[src/rtl/bmae_pkg.sv]
// ----------------------------------------------------------------------------
// bmae_pkg
// Shared types and constants of the mean absolute value envelope block.
// ----------------------------------------------------------------------------
`default_nettype none

package bmae_pkg;

	// Default values of the top-level parameters.
	localparam int SAMPLE_BITS_DEF = 16;
	localparam int ACC_BITS_DEF    = 48;

	// Fixed field widths.
	localparam int TOTAL_BITS     = 32;
	localparam int COUNT_BITS     = 16;
	localparam int AMP_BITS       = 16;
	localparam int CFG_INDEX_BITS = 2;
	localparam int CFG_DATA_BITS  = 32;

	// Depth of the job queue between the front and the back.
	localparam int QUEUE_DEPTH = 4;

	// Block count after reset.
	localparam logic [COUNT_BITS-1:0] DEFAULT_BLOCKS = 16'd1000;

	// Configuration register indexes.
	typedef logic [CFG_INDEX_BITS-1:0] cfg_index_t;
	localparam cfg_index_t REG_TOTAL  = 2'd0;
	localparam cfg_index_t REG_BLOCKS = 2'd1;

	// Kinds of jobs carried through the queue.
	typedef enum logic [1:0] {
		JOB_MEAN = 2'd0,
		JOB_ZERO = 2'd1,
		JOB_SIZE = 2'd2
	} job_kind_t;

	// Job description that travels with dividend and divisor.
	typedef struct packed {
		job_kind_t             kind;
		logic [COUNT_BITS-1:0] index;
		logic                  last;
	} job_meta_t;

	// Block size result returned from the back to the front.
	typedef struct packed {
		logic                  valid;
		logic [TOTAL_BITS-1:0] quotient;
		logic [COUNT_BITS-1:0] remainder;
	} size_resp_t;

endpackage

`default_nettype wire

[src/rtl/bmae_fifo.sv]
// ----------------------------------------------------------------------------
// bmae_fifo
// Small register queue that decouples the front from the back.
// ----------------------------------------------------------------------------
`default_nettype none

module bmae_fifo #(
	parameter int WIDTH = 8,
	parameter int DEPTH = bmae_pkg::QUEUE_DEPTH
) (
	input  wire logic             clk,
	input  wire logic             arst_n,
	input  wire logic             push,
	input  wire logic [WIDTH-1:0] wdata,
	input  wire logic             pop,
	output logic      [WIDTH-1:0] rdata,
	output logic                  full,
	output logic                  empty
);

	localparam int PTR_BITS = (DEPTH > 1) ? $clog2(DEPTH) : 1;
	localparam int CNT_BITS = $clog2(DEPTH + 1);

	logic [WIDTH-1:0]    mem_q [DEPTH];
	logic [PTR_BITS-1:0] wr_ptr_q;
	logic [PTR_BITS-1:0] rd_ptr_q;
	logic [CNT_BITS-1:0] count_q;
	logic                do_push;
	logic                do_pop;

	assign full    = (count_q == CNT_BITS'(DEPTH));
	assign empty   = (count_q == '0);
	assign do_push = push && !full;
	assign do_pop  = pop && !empty;
	assign rdata   = mem_q[rd_ptr_q];

	// Storage needs no reset.
	always_ff @(posedge clk) begin
		if (do_push) begin
			mem_q[wr_ptr_q] <= wdata;
		end
	end

	// Pointers and fill count.
	always_ff @(posedge clk or negedge arst_n) begin
		if (!arst_n) begin
			wr_ptr_q <= '0;
			rd_ptr_q <= '0;
			count_q  <= '0;
		end else begin
			if (do_push) begin
				wr_ptr_q <= (wr_ptr_q == PTR_BITS'(DEPTH - 1)) ? '0 : wr_ptr_q + 1'b1;
			end
			if (do_pop) begin
				rd_ptr_q <= (rd_ptr_q == PTR_BITS'(DEPTH - 1)) ? '0 : rd_ptr_q + 1'b1;
			end
			if (do_push && !do_pop) begin
				count_q <= count_q + 1'b1;
			end else if (do_pop && !do_push) begin
				count_q <= count_q - 1'b1;
			end
		end
	end

endmodule

`default_nettype wire

[src/rtl/bmae_div.sv]
// ----------------------------------------------------------------------------
// bmae_div
// Restoring divider that produces one quotient bit per cycle.
// ----------------------------------------------------------------------------
`default_nettype none

module bmae_div #(
	parameter int DIV_BITS = 48
) (
	input  wire logic                            clk,
	input  wire logic                            arst_n,
	input  wire logic                            start,
	input  wire logic [DIV_BITS-1:0]             dividend,
	input  wire logic [bmae_pkg::TOTAL_BITS-1:0] divisor,
	output logic                                 done,
	output logic      [DIV_BITS-1:0]             quotient,
	output logic      [bmae_pkg::TOTAL_BITS-1:0] remainder
);

	localparam int DVS_BITS = bmae_pkg::TOTAL_BITS;
	localparam int CNT_BITS = $clog2(DIV_BITS + 1);

	logic [DIV_BITS-1:0] quo_q;
	logic [DVS_BITS-1:0] rem_q;
	logic [DVS_BITS-1:0] divisor_q;
	logic [CNT_BITS-1:0] cnt_q;
	logic                busy_q;
	logic                done_q;
	logic [DVS_BITS:0]   trial;
	logic [DVS_BITS:0]   diff;
	logic                fits;

	// One restoring step: bring down the next dividend bit and try a subtract.
	assign trial = {rem_q, quo_q[DIV_BITS-1]};
	assign diff  = trial - {1'b0, divisor_q};
	assign fits  = (trial >= {1'b0, divisor_q});

	assign done      = done_q;
	assign quotient  = quo_q;
	assign remainder = rem_q;

	// Operand and partial result registers.
	always_ff @(posedge clk) begin
		if (start) begin
			quo_q     <= dividend;
			rem_q     <= '0;
			divisor_q <= divisor;
		end else if (busy_q) begin
			quo_q <= {quo_q[DIV_BITS-2:0], fits};
			rem_q <= fits ? diff[DVS_BITS-1:0] : trial[DVS_BITS-1:0];
		end
	end

	// Step counter and completion pulse.
	always_ff @(posedge clk or negedge arst_n) begin
		if (!arst_n) begin
			cnt_q  <= '0;
			busy_q <= 1'b0;
			done_q <= 1'b0;
		end else begin
			done_q <= 1'b0;
			if (start) begin
				cnt_q  <= CNT_BITS'(DIV_BITS);
				busy_q <= 1'b1;
			end else if (busy_q) begin
				cnt_q <= cnt_q - 1'b1;
				if (cnt_q == CNT_BITS'(1)) begin
					busy_q <= 1'b0;
					done_q <= 1'b1;
				end
			end
		end
	end

endmodule

`default_nettype wire

[src/rtl/bmae_front.sv]
// ----------------------------------------------------------------------------
// bmae_front
// Holds the configuration, accumulates absolute sample values per block and
// queues one division job for every finished block or size computation.
// ----------------------------------------------------------------------------
`default_nettype none

module bmae_front #(
	parameter int SAMPLE_BITS = bmae_pkg::SAMPLE_BITS_DEF,
	parameter int ACC_BITS    = bmae_pkg::ACC_BITS_DEF,
	parameter int DIV_BITS    = 48
) (
	input  wire logic                                    clk,
	input  wire logic                                    arst_n,
	// Item channel.
	input  wire logic                                    push,
	output logic                                         full,
	input  wire logic                                    action,
	input  wire logic signed [SAMPLE_BITS-1:0]           sample,
	// Configuration channel.
	input  wire logic                                    cfg_valid,
	output logic                                         cfg_ready,
	input  wire bmae_pkg::cfg_index_t                    cfg_index,
	input  wire logic        [bmae_pkg::CFG_DATA_BITS-1:0] cfg_data,
	// Job queue.
	output logic                                         q_push,
	output bmae_pkg::job_meta_t                          q_meta,
	output logic             [DIV_BITS-1:0]              q_dividend,
	output logic             [bmae_pkg::TOTAL_BITS-1:0]  q_divisor,
	input  wire logic                                    q_full,
	// Block size result.
	input  wire bmae_pkg::size_resp_t                    size_resp
);

	localparam int TB       = bmae_pkg::TOTAL_BITS;
	localparam int CB       = bmae_pkg::COUNT_BITS;
	localparam int SUM_BITS = ((ACC_BITS > SAMPLE_BITS) ? ACC_BITS : SAMPLE_BITS) + 1;

	logic [TB-1:0]          total_q;
	logic [CB-1:0]          blocks_q;
	logic [TB-1:0]          base_q;
	logic [CB-1:0]          extra_q;
	logic                   sizes_valid_q;
	logic                   need_q;
	logic                   inflight_q;
	logic [CB-1:0]          cur_q;
	logic [TB-1:0]          fill_q;
	logic [TB-1:0]          cur_size_q;
	logic [ACC_BITS-1:0]    sum_q;

	logic                   wr_total;
	logic                   wr_blocks;
	logic                   cfg_hit;
	logic                   accept;
	logic                   enabled;
	logic [SAMPLE_BITS-1:0] raw;
	logic [SAMPLE_BITS-1:0] mag;
	logic [SUM_BITS-1:0]    sum_wide;
	logic [ACC_BITS-1:0]    sum_sat;
	logic [CB:0]            cur_plus;
	logic                   is_last;
	logic [TB-1:0]          size_next;
	logic [TB-1:0]          size_first;
	logic [TB-1:0]          fill_plus;
	logic                   take_sample;
	logic                   take_flush;
	logic                   close_block;
	logic                   issue;
	logic [TB-1:0]          resp_base;
	logic [CB-1:0]          resp_extra;

	// Configuration writes are always taken.
	assign cfg_ready = 1'b1;
	assign wr_total  = cfg_valid && (cfg_index == bmae_pkg::REG_TOTAL);
	assign wr_blocks = cfg_valid && (cfg_index == bmae_pkg::REG_BLOCKS);
	assign cfg_hit   = wr_total || wr_blocks;

	// Items wait while block sizes are being derived or the queue is full.
	assign full    = !sizes_valid_q || q_full;
	assign accept  = push && !full;
	assign enabled = (total_q != '0) && (blocks_q != '0);

	// Magnitude and saturating accumulation.
	assign raw      = sample;
	assign mag      = raw[SAMPLE_BITS-1] ? (~raw + SAMPLE_BITS'(1)) : raw;
	assign sum_wide = SUM_BITS'(sum_q) + SUM_BITS'(mag);
	assign sum_sat  = (sum_wide[SUM_BITS-1:ACC_BITS] != '0) ? '1 : sum_wide[ACC_BITS-1:0];

	// Block bookkeeping.
	assign cur_plus   = {1'b0, cur_q} + (CB + 1)'(1);
	assign is_last    = (cur_plus >= {1'b0, blocks_q});
	assign size_next  = base_q + TB'(cur_plus < {1'b0, extra_q});
	assign size_first = base_q + TB'(extra_q != '0);
	assign fill_plus  = fill_q + TB'(1);

	assign take_sample = accept && enabled && !action && (cur_size_q != '0);
	assign take_flush  = accept && enabled && action && (cur_size_q == '0);
	assign close_block = take_flush || (take_sample && (fill_plus == cur_size_q));
	assign issue       = need_q && !inflight_q && !q_full;

	// A zero block count leaves both sizes at zero.
	assign resp_base  = (blocks_q == '0) ? '0 : size_resp.quotient;
	assign resp_extra = (blocks_q == '0) ? '0 : size_resp.remainder;

	// Job request toward the back.
	assign q_push = close_block || issue;
	always_comb begin
		q_meta.index = cur_q;
		q_meta.last  = is_last;
		if (issue) begin
			q_meta.kind = bmae_pkg::JOB_SIZE;
			q_dividend  = DIV_BITS'(total_q);
			q_divisor   = TB'(blocks_q);
		end else if (action) begin
			q_meta.kind = bmae_pkg::JOB_ZERO;
			q_dividend  = '0;
			q_divisor   = cur_size_q;
		end else begin
			q_meta.kind = bmae_pkg::JOB_MEAN;
			q_dividend  = DIV_BITS'(sum_q == sum_q ? sum_sat : sum_sat);
			q_divisor   = cur_size_q;
		end
	end

	// Configuration, size derivation and per-block counters.
	always_ff @(posedge clk or negedge arst_n) begin
		if (!arst_n) begin
			total_q       <= '0;
			blocks_q      <= bmae_pkg::DEFAULT_BLOCKS;
			base_q        <= '0;
			extra_q       <= '0;
			sizes_valid_q <= 1'b1;
			need_q        <= 1'b0;
			inflight_q    <= 1'b0;
			cur_q         <= '0;
			fill_q        <= '0;
			cur_size_q    <= '0;
			sum_q         <= '0;
		end else begin
			// Size request handed to the back.
			if (issue) begin
				need_q     <= 1'b0;
				inflight_q <= 1'b1;
			end
			// Size result; dropped when a newer write is pending.
			if (size_resp.valid) begin
				inflight_q <= 1'b0;
				if (!need_q) begin
					sizes_valid_q <= 1'b1;
					base_q        <= resp_base;
					extra_q       <= resp_extra;
					cur_size_q    <= resp_base + TB'(resp_extra != '0);
				end
			end
			// Accumulate, or close the block and move to the next one.
			if (close_block) begin
				fill_q <= '0;
				sum_q  <= '0;
				if (is_last) begin
					cur_q      <= '0;
					cur_size_q <= size_first;
				end else begin
					cur_q      <= cur_plus[CB-1:0];
					cur_size_q <= size_next;
				end
			end else if (take_sample) begin
				fill_q <= fill_plus;
				sum_q  <= sum_sat;
			end
			// A register write restarts the stream and rederives the sizes.
			if (cfg_hit) begin
				if (wr_total) begin
					total_q <= cfg_data[TB-1:0];
				end
				if (wr_blocks) begin
					blocks_q <= cfg_data[CB-1:0];
				end
				need_q        <= 1'b1;
				sizes_valid_q <= 1'b0;
				cur_q         <= '0;
				fill_q        <= '0;
				sum_q         <= '0;
			end
		end
	end

endmodule

`default_nettype wire

[src/rtl/bmae_back.sv]
// ----------------------------------------------------------------------------
// bmae_back
// Takes jobs from the queue, runs them through the divider and delivers
// block results into the output register or sizes back to the front.
// ----------------------------------------------------------------------------
`default_nettype none

module bmae_back #(
	parameter int DIV_BITS = 48
) (
	input  wire logic                                 clk,
	input  wire logic                                 arst_n,
	// Job queue.
	input  wire logic                                 q_empty,
	output logic                                      q_pop,
	input  wire bmae_pkg::job_meta_t                  q_meta,
	input  wire logic [DIV_BITS-1:0]                  q_dividend,
	input  wire logic [bmae_pkg::TOTAL_BITS-1:0]      q_divisor,
	// Block size result.
	output bmae_pkg::size_resp_t                      size_resp,
	// Result channel.
	output logic                                      empty,
	input  wire logic                                 pop,
	output logic      [bmae_pkg::AMP_BITS-1:0]        amplitude,
	output logic      [bmae_pkg::COUNT_BITS-1:0]      block_index,
	output logic                                      last_block
);

	typedef enum logic [2:0] {
		ST_IDLE = 3'b001,
		ST_DIV  = 3'b010,
		ST_HOLD = 3'b100
	} back_state_t;

	back_state_t                          state_q;
	bmae_pkg::job_meta_t                  meta_q;
	logic                                 div_start;
	logic                                 div_done;
	logic [DIV_BITS-1:0]                  quotient;
	logic [bmae_pkg::TOTAL_BITS-1:0]      remainder;
	logic                                 out_valid_q;
	logic [bmae_pkg::AMP_BITS-1:0]        amplitude_q;
	logic [bmae_pkg::COUNT_BITS-1:0]      block_index_q;
	logic                                 last_block_q;
	logic                                 out_free;
	logic                                 is_size;
	logic                                 load_out;

	bmae_div #(
		.DIV_BITS(DIV_BITS)
	) u_div (
		.clk      (clk),
		.arst_n   (arst_n),
		.start    (div_start),
		.dividend (q_dividend),
		.divisor  (q_divisor),
		.done     (div_done),
		.quotient (quotient),
		.remainder(remainder)
	);

	// Job intake.
	assign q_pop     = (state_q == ST_IDLE) && !q_empty;
	assign div_start = q_pop && (q_meta.kind != bmae_pkg::JOB_ZERO);

	// Completion toward the front or the output register.
	assign is_size   = (meta_q.kind == bmae_pkg::JOB_SIZE);
	assign out_free  = !out_valid_q || pop;
	assign load_out  = (state_q == ST_HOLD) && !is_size && out_free;

	assign size_resp.valid     = (state_q == ST_HOLD) && is_size;
	assign size_resp.quotient  = quotient[bmae_pkg::TOTAL_BITS-1:0];
	assign size_resp.remainder = remainder[bmae_pkg::COUNT_BITS-1:0];

	assign empty       = !out_valid_q;
	assign amplitude   = amplitude_q;
	assign block_index = block_index_q;
	assign last_block  = last_block_q;

	// Job sequencer.
	always_ff @(posedge clk or negedge arst_n) begin
		if (!arst_n) begin
			state_q <= ST_IDLE;
		end else begin
			unique case (state_q)
				ST_IDLE: begin
					if (q_pop) begin
						state_q <= (q_meta.kind == bmae_pkg::JOB_ZERO) ? ST_HOLD : ST_DIV;
					end
				end
				ST_DIV: begin
					if (div_done) begin
						state_q <= ST_HOLD;
					end
				end
				ST_HOLD: begin
					if (is_size || out_free) begin
						state_q <= ST_IDLE;
					end
				end
				default: begin
					state_q <= ST_IDLE;
				end
			endcase
		end
	end

	// Job description of the job at work.
	always_ff @(posedge clk) begin
		if (q_pop) begin
			meta_q <= q_meta;
		end
	end

	// Output register payload.
	always_ff @(posedge clk) begin
		if (load_out) begin
			amplitude_q   <= (meta_q.kind == bmae_pkg::JOB_ZERO) ?
				'0 : quotient[bmae_pkg::AMP_BITS-1:0];
			block_index_q <= meta_q.index;
			last_block_q  <= meta_q.last;
		end
	end

	// Output register occupancy.
	always_ff @(posedge clk or negedge arst_n) begin
		if (!arst_n) begin
			out_valid_q <= 1'b0;
		end else if (load_out) begin
			out_valid_q <= 1'b1;
		end else if (pop) begin
			out_valid_q <= 1'b0;
		end
	end

endmodule

`default_nettype wire

[src/rtl/block_mean_abs_envelope.sv]
// ----------------------------------------------------------------------------
// block_mean_abs_envelope
// Mean absolute value envelope: splits a sample stream into blocks and
// reports the truncated mean magnitude of each block.
// ----------------------------------------------------------------------------
// Usage:
//   Items enter through push/full with an action and a sample; flush items
//   close pending empty blocks. Results leave through empty/pop as
//   amplitude, block_index and last_block; at most one result per item.
//   The configuration channel (cfg_valid/cfg_ready, always ready) writes
//   total_samples at index 0 and block_count at index 1. A write restarts
//   the stream and holds full high while the block size is derived in the
//   DIV_BITS-wide divider, DIV_BITS being the wider of ACC_BITS and 32.
//   Throughput: one item per cycle in the front while full is low. Each
//   finished mean block runs through the one-bit-per-cycle divider in
//   the back, one job at a time; a four-entry job queue absorbs bursts
//   of short blocks.
//   Reset clears all counters, sets total_samples to 0 and block_count to
//   1000, and needs no clearing pass. When the receiver stalls, the result
//   holds in the output register, then the queue fills and full rises.
// ----------------------------------------------------------------------------
`default_nettype none

module block_mean_abs_envelope #(
	parameter int SAMPLE_BITS = bmae_pkg::SAMPLE_BITS_DEF,
	parameter int ACC_BITS    = bmae_pkg::ACC_BITS_DEF
) (
	input  wire logic                                      clk,
	input  wire logic                                      arst_n,
	// Item channel.
	input  wire logic                                      push,
	output logic                                           full,
	input  wire logic                                      action,
	input  wire logic signed [SAMPLE_BITS-1:0]             sample,
	// Result channel.
	output logic                                           empty,
	input  wire logic                                      pop,
	output logic             [bmae_pkg::AMP_BITS-1:0]      amplitude,
	output logic             [bmae_pkg::COUNT_BITS-1:0]    block_index,
	output logic                                           last_block,
	// Configuration channel.
	input  wire logic                                      cfg_valid,
	output logic                                           cfg_ready,
	input  wire bmae_pkg::cfg_index_t                      cfg_index,
	input  wire logic        [bmae_pkg::CFG_DATA_BITS-1:0] cfg_data
);

	localparam int TB        = bmae_pkg::TOTAL_BITS;
	localparam int DIV_BITS  = (ACC_BITS > TB) ? ACC_BITS : TB;
	localparam int META_BITS = $bits(bmae_pkg::job_meta_t);
	localparam int JOB_BITS  = META_BITS + DIV_BITS + TB;

	logic                 q_push;
	logic                 q_pop;
	logic                 q_full;
	logic                 q_empty;
	bmae_pkg::job_meta_t  push_meta;
	logic [DIV_BITS-1:0]  push_dividend;
	logic [TB-1:0]        push_divisor;
	logic [JOB_BITS-1:0]  q_wdata;
	logic [JOB_BITS-1:0]  q_rdata;
	bmae_pkg::job_meta_t  pop_meta;
	logic [DIV_BITS-1:0]  pop_dividend;
	logic [TB-1:0]        pop_divisor;
	bmae_pkg::size_resp_t size_resp;

	bmae_front #(
		.SAMPLE_BITS(SAMPLE_BITS),
		.ACC_BITS   (ACC_BITS),
		.DIV_BITS   (DIV_BITS)
	) u_front (
		.clk       (clk),
		.arst_n    (arst_n),
		.push      (push),
		.full      (full),
		.action    (action),
		.sample    (sample),
		.cfg_valid (cfg_valid),
		.cfg_ready (cfg_ready),
		.cfg_index (cfg_index),
		.cfg_data  (cfg_data),
		.q_push    (q_push),
		.q_meta    (push_meta),
		.q_dividend(push_dividend),
		.q_divisor (push_divisor),
		.q_full    (q_full),
		.size_resp (size_resp)
	);

	// Job words: description, dividend, divisor.
	assign q_wdata      = {push_meta, push_dividend, push_divisor};
	assign pop_meta     = bmae_pkg::job_meta_t'(q_rdata[JOB_BITS-1 -: META_BITS]);
	assign pop_dividend = q_rdata[TB +: DIV_BITS];
	assign pop_divisor  = q_rdata[TB-1:0];

	bmae_fifo #(
		.WIDTH(JOB_BITS),
		.DEPTH(bmae_pkg::QUEUE_DEPTH)
	) u_queue (
		.clk   (clk),
		.arst_n(arst_n),
		.push  (q_push),
		.wdata (q_wdata),
		.pop   (q_pop),
		.rdata (q_rdata),
		.full  (q_full),
		.empty (q_empty)
	);

	bmae_back #(
		.DIV_BITS(DIV_BITS)
	) u_back (
		.clk        (clk),
		.arst_n     (arst_n),
		.q_empty    (q_empty),
		.q_pop      (q_pop),
		.q_meta     (pop_meta),
		.q_dividend (pop_dividend),
		.q_divisor  (pop_divisor),
		.size_resp  (size_resp),
		.empty      (empty),
		.pop        (pop),
		.amplitude  (amplitude),
		.block_index(block_index),
		.last_block (last_block)
	);

endmodule

`default_nettype wire

[config.mk]
export PLATFORM = sky130hd
export DESIGN_NAME = block_mean_abs_envelope
export DESIGN_NICKNAME = d
export VERILOG_FILES = /design/src/rtl/bmae_pkg.sv /design/src/rtl/bmae_fifo.sv /design/src/rtl/bmae_div.sv /design/src/rtl/bmae_front.sv /design/src/rtl/bmae_back.sv /design/src/rtl/block_mean_abs_envelope.sv
export SDC_FILE = /design/constraint.sdc
export NUM_CORES = 1
export LEC_CHECK = 0
export BUFFER_PORTS_ARGS = -buffer_cell sky130_fd_sc_hd__buf_2
export CAP_MARGIN = 10
export CORE_AREA = 2 2 335 337
export CTS_CLUSTER_SIZE = 40
export DETAILED_ROUTE_END_ITERATION = 8
export DIE_AREA = 0 0 337 339
export GPL_TIMING_DRIVEN = 0
export PLACE_DENSITY = 0.53
export SLEW_MARGIN = 20
export SYNTH_ARGS = -nofsm -noshare
export SYNTH_HDL_FRONTEND = slang
export SYNTH_SLANG_ARGS = --single-unit
[constraint.sdc]
create_clock -name clk -period 11.6 [get_ports clk]
set_clock_uncertainty 0.2 [all_clocks]
set_input_delay 2.32 -clock clk [delete_from_list [all_inputs] [get_ports clk]]
set_output_delay 2.32 -clock clk [all_outputs]
set_load 0.01 [all_outputs]
==> run_summary.xml <==
<?xml version="1.0" encoding="UTF-8"?>
<metrics>
  <group name="sta">
    <metric name="final-hold-violation-count" unit="">0</metric>
    <metric name="slew_worst_pin" unit="ps">1206</metric>
    <metric name="grt_setup_unrepaired" unit="">false</metric>
    <metric name="fin_crit" unit="ps">7808</metric>
    <metric name="fmax" unit="MHz">128.1</metric>
    <metric name="finalSetupViolCount" unit="">0</metric>
    <metric name="maxSlewViolCount" unit="">0</metric>
    <metric name="min_period_over_period" unit="%">67.31</metric>
    <metric name="slew-limit-headroom" unit="%">19.58</metric>
    <metric name="setup-tns-final" unit="ps">0</metric>
    <metric name="fin_ws" unit="ps">3792</metric>
  </group>
  <group name="worst_setup_path">
    <metric name="arrival" unit="ps">8140</metric>
    <metric name="worst_ep_required_time" unit="ps">11930</metric>
    <metric name="setup.worst_path.end_class" unit="">register</metric>
    <metric name="worstPathMaxFanout" unit="">10</metric>
    <metric name="criticalPathCategory" unit="">register to register</metric>
    <metric name="critical_path.startpoint_type" unit="">register</metric>
  </group>
  <group name="detailed_routing">
    <metric name="drtAntennaViolNets" unit="">0</metric>
    <metric name="iteration_count_of_the_initial_detailed_routing_pass" unit="">7</metric>
    <metric name="vias" unit="">26030</metric>
    <metric name="drt-initial-drc-count" unit="">2132</metric>
    <metric name="wl_per_cell" unit="um">22.30</metric>
    <metric name="detail_route.drc_violations" unit="">0</metric>
    <metric name="drt_wl_total" unit="um">110100</metric>
    <metric name="vias_per_cell" unit="">5.273</metric>
  </group>
  <group name="finish">
    <metric name="fraction_of_layout_instances_using_a_drive_strength_above_1" unit="%">13.20</metric>
    <metric name="register_area" unit="mm2">0.02266</metric>
    <metric name="fin_area" unit="mm2">0.04404</metric>
    <metric name="syn_to_final_growth" unit="%">14.56</metric>
    <metric name="num-nets-final" unit="">3527</metric>
    <metric name="footprint_of_the_multi_input_gates" unit="mm2">0.01476</metric>
    <metric name="fin_cells" unit="">4936</metric>
    <metric name="final.fill_count" unit="">10500</metric>
  </group>
  <group name="synthesis">
    <metric name="post_synth_num_cell_types" unit="">81</metric>
    <metric name="dominantRegCellSynth" unit="">edfxtp_1</metric>
    <metric name="post_synth_inst_count" unit="">3181</metric>
    <metric name="yosysTopAreaCell" unit="">edfxtp_1</metric>
    <metric name="net_count_after_synthesis" unit="">3335</metric>
    <metric name="synth_area_per_cell" unit="um2">12.09</metric>
    <metric name="synth.yosys.seq_area_share" unit="%">58.94</metric>
    <metric name="synth-seq-cells" unit="">806</metric>
    <metric name="yosysWarningCount" unit="">0</metric>
    <metric name="synth_top_cells_by_area" unit="">edfxtp_1, dfrtp_1, mux4_2</metric>
    <metric name="post_synth_instance_area" unit="mm2">0.03845</metric>
    <metric name="async_reset_ff_share" unit="%">30.52</metric>
    <metric name="number_of_enable_type_register_cells_in_the_synthesized_netlist" unit="">528</metric>
    <metric name="synthDominantCellAreaShare" unit="%">41.24</metric>
  </group>
  <group name="cts">
    <metric name="clock_sink_count" unit="">806</metric>
    <metric name="htree_levels" unit="">3</metric>
    <metric name="clock_tree_from_tritoncts" unit="">built</metric>
    <metric name="clkSlewWorstSetupHoldPaths" unit="ps">60</metric>
    <metric name="cts_hold_buffers" unit="">0</metric>
    <metric name="cts.repair.resized" unit="">0</metric>
    <metric name="tritoncts.num_buffers" unit="">87</metric>
    <metric name="cts_post_setup_buffers_inserted" unit="">0</metric>
    <metric name="cts_buffer_depth" unit="">3</metric>
    <metric name="clock_latency" unit="ps">650</metric>
    <metric name="cts.root.buffer_cell" unit="">clkbuf_16</metric>
  </group>
  <group name="global_routing">
    <metric name="overflow" unit="">0</metric>
    <metric name="grt_pass1_wl" unit="um">166700</metric>
    <metric name="antenna_found_initial" unit="">3</metric>
    <metric name="grt.total_usage" unit="%">19.29</metric>
    <metric name="grt_start_max_net_pins" unit="">77</metric>
    <metric name="grt_pass1_vias" unit="">25790</metric>
  </group>
  <group name="status">
    <metric name="run_status" unit="">finished clean</metric>
  </group>
  <group name="power_and_ir_drop">
    <metric name="power.sequential.fraction" unit="%">41.0</metric>
    <metric name="power.switching_fraction" unit="%">33.30</metric>
    <metric name="power_density" unit="mW/mm2">215.5</metric>
    <metric name="share_of_power_burned_in_the_clock_network" unit="%">30.1</metric>
    <metric name="power.leakage" unit="nW">16.63</metric>
    <metric name="power.share.combinational" unit="%">28.9</metric>
    <metric name="peakVddDrop" unit="mV">0.1091</metric>
    <metric name="internal-power" unit="mW">6.330</metric>
    <metric name="power.switching" unit="mW">3.160</metric>
  </group>
  <group name="die">
    <metric name="boundary_pins" unit="">92</metric>
    <metric name="coreArea" unit="mm2">0.1104</metric>
    <metric name="die_area" unit="mm2">0.1142</metric>
    <metric name="die_height" unit="um">339</metric>
    <metric name="rows" unit="">122</metric>
    <metric name="die_w" unit="um">337</metric>
    <metric name="initial_core_util" unit="%">34.84</metric>
  </group>
  <group name="place">
    <metric name="postPlaceCellArea" unit="mm2">0.04111</metric>
    <metric name="number_of_instances_in_the_placed_design" unit="">4772</metric>
    <metric name="preCtsSetupSlack" unit="ps">3650</metric>
    <metric name="gp_routability_congestion" unit="">0.9161</metric>
    <metric name="placed_wire_length_estimate" unit="um">80970</metric>
    <metric name="placement.io_buffers" unit="">90</metric>
  </group>
  <group name="hold_path">
    <metric name="hold_path.class" unit="">register to register</metric>
  </group>
  <group name="run">
    <metric name="maxCapViolations" unit="">0</metric>
  </group>
</metrics>
[state kept, by name, summed over array words and instances (netlist names), 3 cells and up]
signal and count:
u_back.state_q 3, u_back.u_div.remainder 32, u_back.u_div.divisor_q 32, u_front.blocks_q 16, u_back.u_div.cnt_q 6, u_back.amplitude 16
u_back.u_div.quotient 48, u_back.block_index 16, u_front.sum_q 48, u_back.meta_q 19, u_front.cur_q 16, u_queue.mem_q 396
u_front.extra_q 16, u_front.fill_q 32, u_front.cur_size_q 32, u_front.base_q 32, u_queue.count_q 3, u_front.total_q 32
[routing by layer]
metal	vias to the layer above	GRT usage, %	routed length, um
li1	12130	-	-
met1	13030	27.22	50070
met2	710	30.32	50590
met3	163	3.163	6011
met4	0	6.036	3423
met5	-	0	0
[power groups by stage]
stage	logic (mW)	clock network [mW]	registers [mW]
global placement	2.73	0	3.95
detailed placement	2.75	0	3.94
global route	3.05	3.02	3.93
floorplan	1.97	0	3.79
finish	2.74	2.85	3.90
CTS	2.77	2.91	3.89
[final timing paths]
kind | slack, ps | cells after the start | start | endpoint
max reg2reg | 3790 | 26 | u_front.cur_q[0] | u_front.cur_size_q[29]
min reg2reg | 220 | 0 | u_back.meta_q[16] | u_back.block_index[15]
max in group asynchronous | 8710 | 3 | arst_n | u_front.fill_q[15]
min in group asynchronous | 1350 | 1 | arst_n | u_front.sum_q[33]
min | 220 | 0 | u_back.meta_q[16] | u_back.block_index[15]
max | 3790 | 26 | u_front.cur_q[0] | u_front.cur_size_q[29]
[cells in the mapped netlist, drive strengths merged, types with 64 or more instances]
cell type    n
a21oi      149
clkbuf     115
dfrtp      238
edfxtp     528
ha          95
inv        110
mux4        99
nand2      384
nand3       92
nor2       248
nor3        64
o21ai      164
xnor2      132
xor2        92
[logic make-up (layout without fill, tap and decap cells)]
group,count (synthesis),after routing,synth area share (%)
compound gates,559,559,9.174
buf+inv,267,532,2.717
fa+ha+maj,98,98,3.248
mux,169,169,7.807
flops,806,806,58.94
simple gates,1057,1057,13.00
xor+xnor,224,224,5.103
other cells,1,3,0.009754
[stage by stage]
stage | hold WS [ps] | util (%) | total power [mW]
final | 217.9 | 39.91 | 9.490
after global routing | 225.6 | 39.90 | 10.00
after CTS | 217.3 | 39.90 | 9.572
after detailed placement | 204.5 | 37.25 | 6.697
after global placement | 203.0 | 36.93 | 6.684
after floorplan | 200.3 | - | 5.755
[placed cells by master (no fill, tap or decap), types with 11 or more instances in the layout]
master,n
edfxtp_1,528
nand2_1,384
nor2_1,248
dfrtp_1,238
o21ai_0,163
a21oi_1,149
clkbuf_1,137
xnor2_1,132
buf_2,111
inv_1,109
mux4_2,99
ha_1,95
xor2_1,92
nand3_1,92
clkbuf_16,92
nor3_1,63
mux2_2,57
a211oi_1,51
nand4_1,45
and3_1,44
and2_1,43
nor4_1,40
dfxtp_1,32
a21o_1,26
a31oi_1,24
a22o_1,23
o21a_1,17
nand2b_1,16
buf_1,15
clkinv_2,15
a221oi_1,14
o31ai_1,13
nor2b_1,13
mux2i_1,13
or3_1,12
a211o_1,12
and4_1,11
[worst max-delay path, stage by stage (launching register included)]
cell and delay [ps]:
dfrtp_1 630, ha_1 310, and3_1 250, and3_1 260, and3_1 170, clkbuf_1 250
nand3_1 130, xnor2_1 450, ha_1 360, a21oi_1 130, o21ai_0 100, a221oi_1 300
nand2_1 90, nor2_1 90, a221oi_1 120, nor2_1 490, clkbuf_1 610, nor2_1 110
a21oi_1 550, ha_1 280, nand3_1 200, nor4_1 520, nand2b_1 250, nor2_1 300
nand2_1 110, xnor2_1 140, mux2_2 260
[cell type report]
cell class	instances	share of cell area, %
flip-flops and latches	806	51.45
multi-input cells	2108	33.50
clock buffers	126	5.699
well taps	1488	4.227
repair buffers	103	1.756
plain buffers	156	1.446
clock inverters	36	0.9517
inverters	111	0.9517
diodes	2	0.01136
Note: power is estimated with default switching activity, not from simulation.
